$ cat config.mk
export PLATFORM = sky130hd
export DESIGN_NAME = fen_position_parser_top
export DESIGN_NICKNAME = d
export VERILOG_FILES = /design/src/hw/rtl/fpp_pkg.sv /design/src/hw/rtl/fpp_front.sv /design/src/hw/rtl/fpp_queue.sv /design/src/hw/rtl/fpp_back.sv /design/src/hw/rtl/fen_position_parser_top.sv
export SDC_FILE = /design/constraint.sdc
export NUM_CORES = 2
export LEC_CHECK = 0
export ABC_AREA = 1
export BUFFER_PORTS_ARGS = -buffer_cell sky130_fd_sc_hd__buf_2
export CORE_ASPECT_RATIO = 2
export CORE_MARGIN = 2
export CORE_UTILIZATION = 63
export DETAILED_ROUTE_END_ITERATION = 10
export PLACE_DENSITY = 0.79
export SYNTH_ARGS = -nofsm -noshare
export SYNTH_HDL_FRONTEND = slang
export SYNTH_SLANG_ARGS = --single-unit
$ cat constraint.sdc
create_clock -name clk_i -period 42.2 [get_ports clk_i]
set_input_delay 0 -clock clk_i [delete_from_list [all_inputs] [get_ports clk_i]]
set_output_delay 0 -clock clk_i [all_outputs]
set_load 0.005 [all_outputs]
$ cat src/hw/rtl/fpp_pkg.sv
// Shared types, character codes and a helper function for the position text parser.
package fpp_pkg;

  localparam int unsigned NumMaps = 12;
  localparam int unsigned MapIdxW = 4;
  localparam int unsigned BoardSq = 64;
  localparam int unsigned EpW     = 12;

  localparam logic [MapIdxW-1:0] LastMap = MapIdxW'(NumMaps - 1);

  // Character codes
  localparam logic [7:0] CharSpace = 8'd32;
  localparam logic [7:0] CharTab   = 8'd9;
  localparam logic [7:0] CharCr    = 8'd13;
  localparam logic [7:0] CharSlash = 8'h2F;
  localparam logic [7:0] CharZero  = 8'h30;
  localparam logic [7:0] CharNine  = 8'h39;
  localparam logic [7:0] CharOne   = 8'h31;
  localparam logic [7:0] CharDash  = 8'h2D;
  localparam logic [7:0] CharLowA  = 8'h61;
  localparam logic [7:0] CharLowW  = 8'h77;
  localparam logic [7:0] CharUpK   = 8'h4B;
  localparam logic [7:0] CharUpQ   = 8'h51;
  localparam logic [7:0] CharLowK  = 8'h6B;
  localparam logic [7:0] CharLowQ  = 8'h71;

  // Square counter reset value and rank step
  localparam logic [7:0] SqStart = 8'd56;
  localparam logic [7:0] SqRank  = 8'd16;

  // Token numbers
  localparam logic [2:0] TokPlace  = 3'd1;
  localparam logic [2:0] TokSide   = 3'd2;
  localparam logic [2:0] TokCastle = 3'd3;
  localparam logic [2:0] TokPass   = 3'd4;
  localparam logic [2:0] TokMax    = 3'd5;

  typedef logic [NumMaps-1:0][BoardSq-1:0] maps_t;

  // One finished run, handed from the parser to the emitter
  typedef struct packed {
    maps_t          maps;
    logic           white;
    logic [3:0]     rights;
    logic [EpW-1:0] ep;
  } run_rec_t;

  typedef struct packed {
    logic           hit;
    logic [MapIdxW-1:0] idx;
  } piece_t;

  // Map a character onto its occupancy map, if it is a piece letter
  function automatic piece_t piece_lookup(logic [7:0] c);
    piece_t p;
    p.hit = 1'b1;
    case (c)
      8'h50:   p.idx = 4'd0;   // P
      8'h4E:   p.idx = 4'd1;   // N
      8'h42:   p.idx = 4'd2;   // B
      8'h52:   p.idx = 4'd3;   // R
      8'h51:   p.idx = 4'd4;   // Q
      8'h4B:   p.idx = 4'd5;   // K
      8'h70:   p.idx = 4'd6;   // p
      8'h6E:   p.idx = 4'd7;   // n
      8'h62:   p.idx = 4'd8;   // b
      8'h72:   p.idx = 4'd9;   // r
      8'h71:   p.idx = 4'd10;  // q
      8'h6B:   p.idx = 4'd11;  // k
      default: begin
        p.hit = 1'b0;
        p.idx = 4'd0;
      end
    endcase
    return p;
  endfunction

endpackage

$ cat src/hw/rtl/fpp_front.sv
// Front end: tokenises the character stream and builds the run record.
module fpp_front import fpp_pkg::*; (
  input  logic       clk_i,
  input  logic       rst_ni,
  input  logic       accept_i,
  input  logic [7:0] char_code_i,
  input  logic       end_of_text_i,
  output logic       push_o,
  output run_rec_t   rec_o
);

  maps_t       maps_q, maps_d;
  logic [7:0]  sq_q, sq_d;
  logic [2:0]  tok_q, tok_d;
  logic        in_tok_q, in_tok_d;
  logic [1:0]  len_q, len_d;
  logic [7:0]  side_q, side_d;
  logic [3:0]  rights_q, rights_d;
  logic [15:0] pass_q, pass_d;

  logic        is_space;
  piece_t      pc;
  logic [EpW-1:0] rank_w, file_w;

  assign is_space = (char_code_i == CharSpace) || (char_code_i inside {[CharTab:CharCr]});
  assign pc       = piece_lookup(char_code_i);

  // Per-character state update
  always_comb begin
    maps_d   = maps_q;
    sq_d     = sq_q;
    tok_d    = tok_q;
    in_tok_d = in_tok_q;
    len_d    = len_q;
    side_d   = side_q;
    rights_d = rights_q;
    pass_d   = pass_q;

    if (is_space) begin
      in_tok_d = 1'b0;
    end else begin
      if (!in_tok_q) begin
        in_tok_d = 1'b1;
        if (tok_q < TokMax) begin
          tok_d = tok_q + 3'd1;
          if (tok_d <= TokPass) len_d = 2'd0;
        end
      end

      case (tok_d)
        TokPlace: begin
          if (char_code_i == CharSlash) begin
            sq_d = sq_q - SqRank;
          end else if (char_code_i inside {[CharZero:CharNine]}) begin
            sq_d = sq_q + {4'b0, char_code_i[3:0]};
          end else begin
            if (sq_q < 8'(BoardSq) && pc.hit) begin
              maps_d[pc.idx][sq_q[5:0]] = 1'b1;
            end
            sq_d = sq_q + 8'd1;
          end
        end
        TokSide: begin
          side_d = (len_d == 2'd0) ? char_code_i : 8'd0;
        end
        TokCastle: begin
          if (char_code_i == CharUpK)  rights_d[0] = 1'b1;
          if (char_code_i == CharUpQ)  rights_d[1] = 1'b1;
          if (char_code_i == CharLowK) rights_d[2] = 1'b1;
          if (char_code_i == CharLowQ) rights_d[3] = 1'b1;
        end
        TokPass: begin
          if (len_d == 2'd0) begin
            pass_d[7:0] = char_code_i;
          end else if (len_d == 2'd1) begin
            pass_d[15:8] = char_code_i;
          end
        end
        default: ;
      endcase

      if (tok_d >= TokPlace && tok_d <= TokPass && len_d != 2'd3) begin
        len_d = len_d + 2'd1;
      end
    end
  end

  // Run record, taken from the updated state on the final character
  assign rank_w = {4'b0, pass_d[15:8]} - EpW'(CharOne);
  assign file_w = {4'b0, pass_d[7:0]}  - EpW'(CharLowA);

  always_comb begin
    rec_o.maps   = maps_d;
    rec_o.white  = (side_d == CharLowW);
    rec_o.rights = rights_d;
    if (tok_d >= TokPass && len_d == 2'd1 && pass_d[7:0] == CharDash) begin
      rec_o.ep = '1;
    end else begin
      rec_o.ep = (rank_w << 3) + file_w;
    end
  end

  assign push_o = accept_i && end_of_text_i;

  // Parser state; cleared again after the final character
  always_ff @(posedge clk_i or negedge rst_ni) begin
    if (!rst_ni) begin
      maps_q   <= '0;
      sq_q     <= SqStart;
      tok_q    <= '0;
      in_tok_q <= 1'b0;
      len_q    <= '0;
      side_q   <= '0;
      rights_q <= '0;
      pass_q   <= '0;
    end else if (accept_i) begin
      if (end_of_text_i) begin
        maps_q   <= '0;
        sq_q     <= SqStart;
        tok_q    <= '0;
        in_tok_q <= 1'b0;
        len_q    <= '0;
        side_q   <= '0;
        rights_q <= '0;
        pass_q   <= '0;
      end else begin
        maps_q   <= maps_d;
        sq_q     <= sq_d;
        tok_q    <= tok_d;
        in_tok_q <= in_tok_d;
        len_q    <= len_d;
        side_q   <= side_d;
        rights_q <= rights_d;
        pass_q   <= pass_d;
      end
    end
  end

endmodule

$ cat src/hw/rtl/fpp_queue.sv
// Two-entry queue of finished run records between front and back end.
module fpp_queue import fpp_pkg::*; (
  input  logic     clk_i,
  input  logic     rst_ni,
  input  logic     push_i,
  input  run_rec_t rec_i,
  output logic     full_o,
  input  logic     pop_i,
  output logic     valid_o,
  output run_rec_t head_o
);

  run_rec_t   mem_q [2];
  logic       wr_ptr_q, rd_ptr_q;
  logic [1:0] count_q;

  assign full_o  = (count_q == 2'd2);
  assign valid_o = (count_q != 2'd0);
  assign head_o  = mem_q[rd_ptr_q];

  // Entry storage
  always_ff @(posedge clk_i) begin
    if (push_i) mem_q[wr_ptr_q] <= rec_i;
  end

  // Pointers and fill count
  always_ff @(posedge clk_i or negedge rst_ni) begin
    if (!rst_ni) begin
      wr_ptr_q <= 1'b0;
      rd_ptr_q <= 1'b0;
      count_q  <= 2'd0;
    end else begin
      if (push_i) wr_ptr_q <= ~wr_ptr_q;
      if (pop_i)  rd_ptr_q <= ~rd_ptr_q;
      case ({push_i, pop_i})
        2'b10:   count_q <= count_q + 2'd1;
        2'b01:   count_q <= count_q - 2'd1;
        default: count_q <= count_q;
      endcase
    end
  end

`ifndef SYNTHESIS
  a_no_overflow: assert property (@(posedge clk_i) disable iff (!rst_ni)
    full_o |-> !(push_i && !pop_i))
    else $error("run queue overflow");
  a_no_underflow: assert property (@(posedge clk_i) disable iff (!rst_ni)
    pop_i |-> valid_o)
    else $error("run queue underflow");
  a_count_range: assert property (@(posedge clk_i) disable iff (!rst_ni)
    count_q != 2'd3)
    else $error("run queue count out of range");
`endif

endmodule

$ cat src/hw/rtl/fpp_back.sv
// Back end: walks the head record and emits its twelve occupancy maps.
module fpp_back import fpp_pkg::*; (
  input  logic                  clk_i,
  input  logic                  rst_ni,
  input  logic                  rec_valid_i,
  input  run_rec_t              rec_i,
  output logic                  pop_o,
  output logic                  out_valid_o,
  input  logic                  out_ready_i,
  output logic [MapIdxW-1:0]    map_index_o,
  output logic [BoardSq-1:0]    occupancy_o,
  output logic                  white_to_move_o,
  output logic [3:0]            castling_rights_o,
  output logic [EpW-1:0]        en_passant_o,
  output logic                  last_result_o
);

  logic [MapIdxW-1:0] idx_q, idx_d;
  logic               valid_q, valid_d;
  logic               load;

  // Output register takes a new transaction when empty or being drained
  assign load  = rec_valid_i && (!valid_q || out_ready_i);
  assign pop_o = load && (idx_q == LastMap);

  always_comb begin
    idx_d   = idx_q;
    valid_d = valid_q;
    if (load) begin
      idx_d   = (idx_q == LastMap) ? '0 : idx_q + 1'b1;
      valid_d = 1'b1;
    end else if (out_ready_i) begin
      valid_d = 1'b0;
    end
  end

  // Map counter and output valid
  always_ff @(posedge clk_i or negedge rst_ni) begin
    if (!rst_ni) begin
      idx_q   <= '0;
      valid_q <= 1'b0;
    end else begin
      idx_q   <= idx_d;
      valid_q <= valid_d;
    end
  end

  // Output payload
  always_ff @(posedge clk_i) begin
    if (load) begin
      map_index_o       <= idx_q;
      occupancy_o       <= rec_i.maps[idx_q];
      white_to_move_o   <= rec_i.white;
      castling_rights_o <= rec_i.rights;
      en_passant_o      <= rec_i.ep;
      last_result_o     <= (idx_q == LastMap);
    end
  end

  assign out_valid_o = valid_q;

`ifndef SYNTHESIS
  a_last_is_final_map: assert property (@(posedge clk_i) disable iff (!rst_ni)
    out_valid_o && last_result_o |-> map_index_o == LastMap)
    else $error("last result flag on wrong map");
  a_head_held: assert property (@(posedge clk_i) disable iff (!rst_ni)
    idx_q != '0 |-> rec_valid_i)
    else $error("record left the queue mid-emission");
  a_idx_range: assert property (@(posedge clk_i) disable iff (!rst_ni)
    idx_q <= LastMap)
    else $error("map counter out of range");
`endif

endmodule

$ cat src/hw/rtl/fen_position_parser_top.sv
// Throughput: one character per cycle; each run emits twelve results on successive cycles
// while out_ready_i is high. A run's final character writes its record into the queue,
// and the output register then loads its first map. The two-entry record queue lets the
// parser run ahead while maps are still emitted; input stalls only when both entries are held.
// Reset (rst_ni, asynchronous, active low) clears the parser state, the queue pointers
// and the output valid at once; no clearing pass follows.
module fen_position_parser_top import fpp_pkg::*; (
  input  logic                   clk_i,
  input  logic                   rst_ni,
  input  logic                   in_valid_i,
  output logic                   in_ready_o,
  input  logic [7:0]             char_code_i,
  input  logic                   end_of_text_i,
  output logic                   out_valid_o,
  input  logic                   out_ready_i,
  output logic [MapIdxW-1:0]     map_index_o,
  output logic [BoardSq-1:0]     occupancy_o,
  output logic                   white_to_move_o,
  output logic [3:0]             castling_rights_o,
  output logic signed [EpW-1:0]  en_passant_o,
  output logic                   last_result_o
);

  logic           accept;
  logic           push, pop, q_full, q_valid;
  run_rec_t       rec_in, rec_head;
  logic [EpW-1:0] ep;

  assign in_ready_o = !q_full;
  assign accept     = in_valid_i && in_ready_o;

  fpp_front u_front (
    .clk_i         (clk_i),
    .rst_ni        (rst_ni),
    .accept_i      (accept),
    .char_code_i   (char_code_i),
    .end_of_text_i (end_of_text_i),
    .push_o        (push),
    .rec_o         (rec_in)
  );

  fpp_queue u_queue (
    .clk_i   (clk_i),
    .rst_ni  (rst_ni),
    .push_i  (push),
    .rec_i   (rec_in),
    .full_o  (q_full),
    .pop_i   (pop),
    .valid_o (q_valid),
    .head_o  (rec_head)
  );

  fpp_back u_back (
    .clk_i             (clk_i),
    .rst_ni            (rst_ni),
    .rec_valid_i       (q_valid),
    .rec_i             (rec_head),
    .pop_o             (pop),
    .out_valid_o       (out_valid_o),
    .out_ready_i       (out_ready_i),
    .map_index_o       (map_index_o),
    .occupancy_o       (occupancy_o),
    .white_to_move_o   (white_to_move_o),
    .castling_rights_o (castling_rights_o),
    .en_passant_o      (ep),
    .last_result_o     (last_result_o)
  );

  assign en_passant_o = $signed(ep);

endmodule

# Yosys cells after proc, flatten, opt, wreduce, memory -nomap -nowiden
# Memories as Yosys holds them, arrays and structs flattened.
# Cells that the tools add are included.
# totals
out_inout_bits,88
mem_count,1
ram_bits,1570
ff_bits,905
wordCells,169
inputBits,13
# memory_table
name,depth,word_bits,rd,rd_ports_with_merged_regs,wr,line_no,source
u_queue.mem_q,2,785,1,0,1,fpp_queue.sv:13,run_rec_t mem_q [2];
# classes
add_sub_neg,11
muxes,57
magnitude_cmp,15
bitwise_logic,3
n_reduce_logical,24
n_eq_ne,28
# ops
operator,count
$mux W768,6
$or A768 B768 Y768,1
$bmux W64 S4,1
$demux W64 S4,1
$mux W64,2
$eq A8 B7 Y1 const B,13
$mux W8,12
$mux W16,3
$pmux W4 S11,1
$eq A8 B6 Y1 const B,3
$mux W4,4
$mux W3,5
$mux W2,7
$logic_and A1 B1 Y1,13
$add A12 B12 Y12,1
$mux W1,12
$mux W12,1
$reduce_or A12 Y1,1
$lt A4 B5 Y1 const B,2
$sub A8 B6 Y9 const B,1
$sub A8 B7 Y9 const B,1
$add A8 B1 Y8 const B,1
$add A8 B4 Y8,1
$ge A8 B4 Y1 const B,1
31 further kinds,44

# Longest topological paths before layout
# depth
depth_word,14
depth_mapped,33
ltp_nobuf,31

# Modules after synthesis
# A second synthesis with hierarchy kept.
# hier_totals
cells_unflattened,11143
area_unflattened_um2,113855.4
# modules_own_cells
module,instances,seq_area_each_um2,area_per_inst_um2,cells_each
fpp_queue,1,47245.3,58538.6,4124
fpp_front,1,20273.2,42024.1,4379
fpp_back,1,2707.6,13279.0,2637
fen_position_parser_top,1,0.0,13.8,3

# Least setup slack after synthesis
# No wires, ideal clock.
# synth_path
path_type,reg2reg
startpoint,reg u_queue.count_q[0]
endpoint,mem u_queue.mem_q[0][0] in the netlist's numbering (enable)
period_less_slack_ns,35.957
path_stages_with_launch,10
setup_time_ns,1.959
setup_slack_ns,6.243
arrival_time_ns,33.998
required_time_ns,40.241
n_path_buf,3
path_cell_list,dfrtp_1 -> inv_1 -> nand2_1 -> nand2_1 -> nor2_1 -> inv_1 -> clkbuf_1 -> clkbuf_1 -> clkbuf_1 -> nor2_1
# synth_via
elab_chain_cells,6
# synth_rtl
item,line_no,source
start: declaration,fpp_queue.sv:15,logic [1:0] count_q;
start signal: assignment,fpp_queue.sv:36,2'b10: count_q <= count_q + 2'd1;
start signal: assignment,fpp_queue.sv:37,2'b01: count_q <= count_q - 2'd1;
start signal: assignment,fpp_queue.sv:38,default: count_q <= count_q;
$eq A2 B2 Y1,fpp_queue.sv:17,assign full_o = (count_q == 2'd2);
$logic_not A1 Y1,fen_position_parser_top.sv:29,assign in_ready_o = !q_full;
net in_ready_o,fen_position_parser_top.sv:11,"output logic in_ready_o,"
$logic_and A1 B1 Y1,fen_position_parser_top.sv:30,assign accept = in_valid_i && in_ready_o;
$logic_and A1 B1 Y1,fpp_front.sv:103,assign push_o = accept_i && end_of_text_i;
$mux W1,fpp_queue.sv:23,if (push_i) mem_q[wr_ptr_q] <= rec_i;
$mux W1 (implied by the code),fpp_queue.sv:23,
end: declaration,fpp_queue.sv:13,
# The timed path passes the listed nets, and every way through them passes these cells.

# Worst setup path after layout
# layout_path
startpoint,reg u_queue.count_q[0]
endpoint,mem u_queue.mem_q[1][131] in the netlist's numbering (enable)
# layout_via
elab_chain_cells,6
# layout_rtl
item,line_no
$eq A2 B2 Y1,fpp_queue.sv:17
$logic_not A1 Y1,fen_position_parser_top.sv:29
$logic_and A1 B1 Y1,fen_position_parser_top.sv:30
$logic_and A1 B1 Y1,fpp_front.sv:103
$mux W1,fpp_queue.sv:23
$mux W1 (implied by the code),fpp_queue.sv:23
# No other way between the ends.

==> reports/results.ini <==
[floorplanning]
die_y_um=575.3
pin_count=101
row_count=209
core-area_mm2=0.1621
start_util_pct=63.42
dieArea_mm2=0.1667
die_w_um=289.7

[clock_network]
cts_setup_buffers=0
cts_made_buffers=198
clockRootBuffer=clkbuf_16
post_cts_resized=0
hold_buffers=17
clk_path_buf_depth=4
htree_num_levels=4
clk_pin_slew_worst_paths_ps=70
clock-sinks=2475
cts_tree=yes
insertion_delay_ps=870

[synth]
ys_seq_elements=2475
synthCells=9314
synth_ff_type=edfxtp_1
yosys.cell_types.count=44
yosys_warnings=0
synth_top_area_share_pct=48.36
synth.area.top_cells=edfxtp_1 48%, dfrtp_1 20%, o21ai_0 7.7%, nor2_1 5.4%, a31oi_1 3.8%
yosysSeqAreaShare_pct=68.30
async_reset_ff_share_pct=33.09
synth_edf_count=1656
avgSynthCellArea_um2=11.04
synth_top_cell_by_area=edfxtp_1
synth_nets=9354
syn_area_mm2=0.1028

[layout]
drive_gt1_share_pct=6.328
layout_common_cells=1656 x edfxtp_1, 1582 x o21ai_0, 1482 x nor2_1
num-nets-final=9062
synthToLayoutAreaGrowth_pct=7.904
fin_util_pct=68.43
final_common_cell=edfxtp_1

[setup_path]
slowest_stage=buf_4
arrival_ps=8080
crit_required_ps=42670
crit_type=reg2reg
path_cells=inv_1, nand2_1, nand2_1, nor2_1, inv_8, nor2_4, buf_4, buf_4, buf_4, buf_4
max_stage_delay_ps=970
endpoint_kind=flip-flop
cp_top_family=buffers and inverters
cp_num_buf_inv=6
crit_top_cell=buf_4
cp-start-kind=flip-flop
path_max_fanout=157

[timing]
drv_slew=0
min_period_ps=7603
max_slew.worst_pin.slew_ps=1328
finalHoldViolations=0
fin_tns_setup_ps=0
rsz0062_at_grt=false
setup_viol=0
finalCritPeriodShare_pct=18.02
final.setup_skew_ps=42.28
maxSlewHeadroom_pct=11.49
fmax_mhz=131.5

[power_and_ir_drop]
switching_power_mw=2.486
vdd_drop_max_mv=0.06209
power.internal_mw=4.425
powerDensity_mw_per_mm2=62.29
leakagePower_nw=46.23
p_comb_share_pct=28.9
p_seq_share_pct=43.3
switching_share_pct=35.97
pwr-share-clk_pct=27.8

[placement]
gp_congestion=0.8624
io_buffers=100
hpwl_mm=147.1

[routing]
vias=75860
routed-wl-met3_mm=30.57
wl_met1_mm=94.48
totalWireLength_mm=286.2
wl_met2_mm=142.3
vias_per_cell=6.714
drc=0
topRoutingLayerUsed=met5
wire_per_inst_um=25.33
drt_first_pass_iters=6
drtIter0Drc=9755
drtAntennaViolNets=0

[global_route]
grt.overflow.total=0
antenna_found_initial=16
grt_pass1_vias=77660
grt_usage_pct=34.10
grt_max_degree=229
grt_pass1_wl_mm=432.7

[run_status]
outcome=finished clean

[worst_hold_path]
hold_path.class=in2reg

[job]
cap_violations=0

-- area by class of cell --
type | instances | area [um^2]
well taps | 2110 | 2640
clock buffers | 285 | 5728
inverters | 873 | 3351
fillers | 10970 | 51180
clock inverters | 75 | 877.1
repair buffers | 231 | 1629
flip-flops and latches | 2475 | 70240
diodes | 6 | 15.01
multi-input cells | 5243 | 26470
-- flip-flops by register name (all words and copies together), names as in the netlist --
register                  cells
u_front.pass_q               16
u_back.idx_q                  4
u_front.rights_q              4
u_queue.rd_ptr_q              1
u_front.len_q                 2
u_front.side_q                8
u_queue.count_q               2
u_front.in_tok_q              1
u_front.sq_q                  8
u_back.out_valid_o            1
u_back.map_index_o            4
u_back.last_result_o          1
u_back.en_passant_o          12
u_front.maps_q              768
u_back.white_to_move_o        1
u_queue.mem_q              1570
u_front.tok_q                 3
u_queue.wr_ptr_q              1
u_back.occupancy_o           64
u_back.castling_rights_o      4
-- cells by family (layout without fill, tap and decap cells) --
| family | count (synthesis) | after routing | share of synthesized area [%] |
|---|---|---|---|
| AOI/OAI and AO/OA | 2893 | 2893 | 16.30 |
| DFF | 2475 | 2475 | 68.30 |
| and+or+nand+nor | 2304 | 2304 | 8.865 |
| buffers and inverters | 1596 | 1464 | 6.032 |
| adders and majority gates | 27 | 27 | 0.3432 |
| xor gates and xnor gates | 18 | 18 | 0.1533 |
| muxes | 1 | 1 | 0.01095 |
| other | 0 | 6 | 0 |
-- path summary, 6_finish.rpt --
kind | startpoint | end | slack [ps] | cells after the start
max in group asynchronous | rst_ni | u_front.maps_q[73] | 39200 | 6
worst max register to register | u_queue.count_q[0] | u_queue.mem_q[1][131] | 34600 | 10
worst min-delay path | in_valid_i | u_front.side_q[3] | 130 | 4
worst max-delay path | u_queue.count_q[0] | u_queue.mem_q[1][131] | 34600 | 10
min in group asynchronous | rst_ni | u_front.pass_q[13] | 440 | 4
worst min register to register | u_front.side_q[3] | u_front.side_q[3] | 490 | 2
-- power by group through the flow --
| stage | Sequential [mW] | Clock (mW) | Combinational [mW] |
|---|---|---|---|
| 2_1_floorplan | 3.28 | 0 | 1.22 |
| 3_3_place_gp | 3.03 | 0 | 1.89 |
| 3_5_place_dp | 3.03 | 0 | 1.94 |
| 4_1_cts | 2.99 | 1.92 | 1.96 |
| 5_1_grt | 3.00 | 2.01 | 2.14 |
| 6_report | 2.99 | 1.92 | 2.00 |
-- worst min-delay path, delay by kind of cell --
family	cells	cell delay, ps
AND/OR/NAND/NOR	2	710
buffers and inverters	1	140
AO/OA/AOI/OAI	1	70
-- routing by layer --
layer	up-vias	global-route usage [%]
met1	37300	39.19
met4	12	21.19
met5	-	0
met3	1138	6.805
li1	32400	-
met2	5015	58.25
-- per-stage QoR --
stage / total power [mW] / std cells / instance area [um^2] / setup WS [ps] / hold WS (ps)
global placement: 4.914 / 10920 / 104100 / 34800 / 115.4
global route: 7.156 / 11290 / 110900 / 34220 / 156.5
detailed placement: 4.974 / 10920 / 104100 / 34630 / 118.2
finish: 6.911 / 11300 / 110900 / 34600 / 132.6
CTS: 6.872 / 11290 / 110900 / 34610 / 77.11
floorplan: 4.495 / 9314 / 102800 / 6243 / -295.6
-- cell usage after synthesis, drive strengths merged, types with 19 or more instances --
cell type	count
o22ai	115
o221ai	281
nand2	546
buf	198
a21oi	177
clkbuf	525
dfrtp	816
ha	25
o21ai	1584
nand3	219
nor3	19
nor2	1496
a31oi	618
inv	868
o211ai	104
edfxtp	1656
No activity file was read; power rests on OpenSTA's default activity.
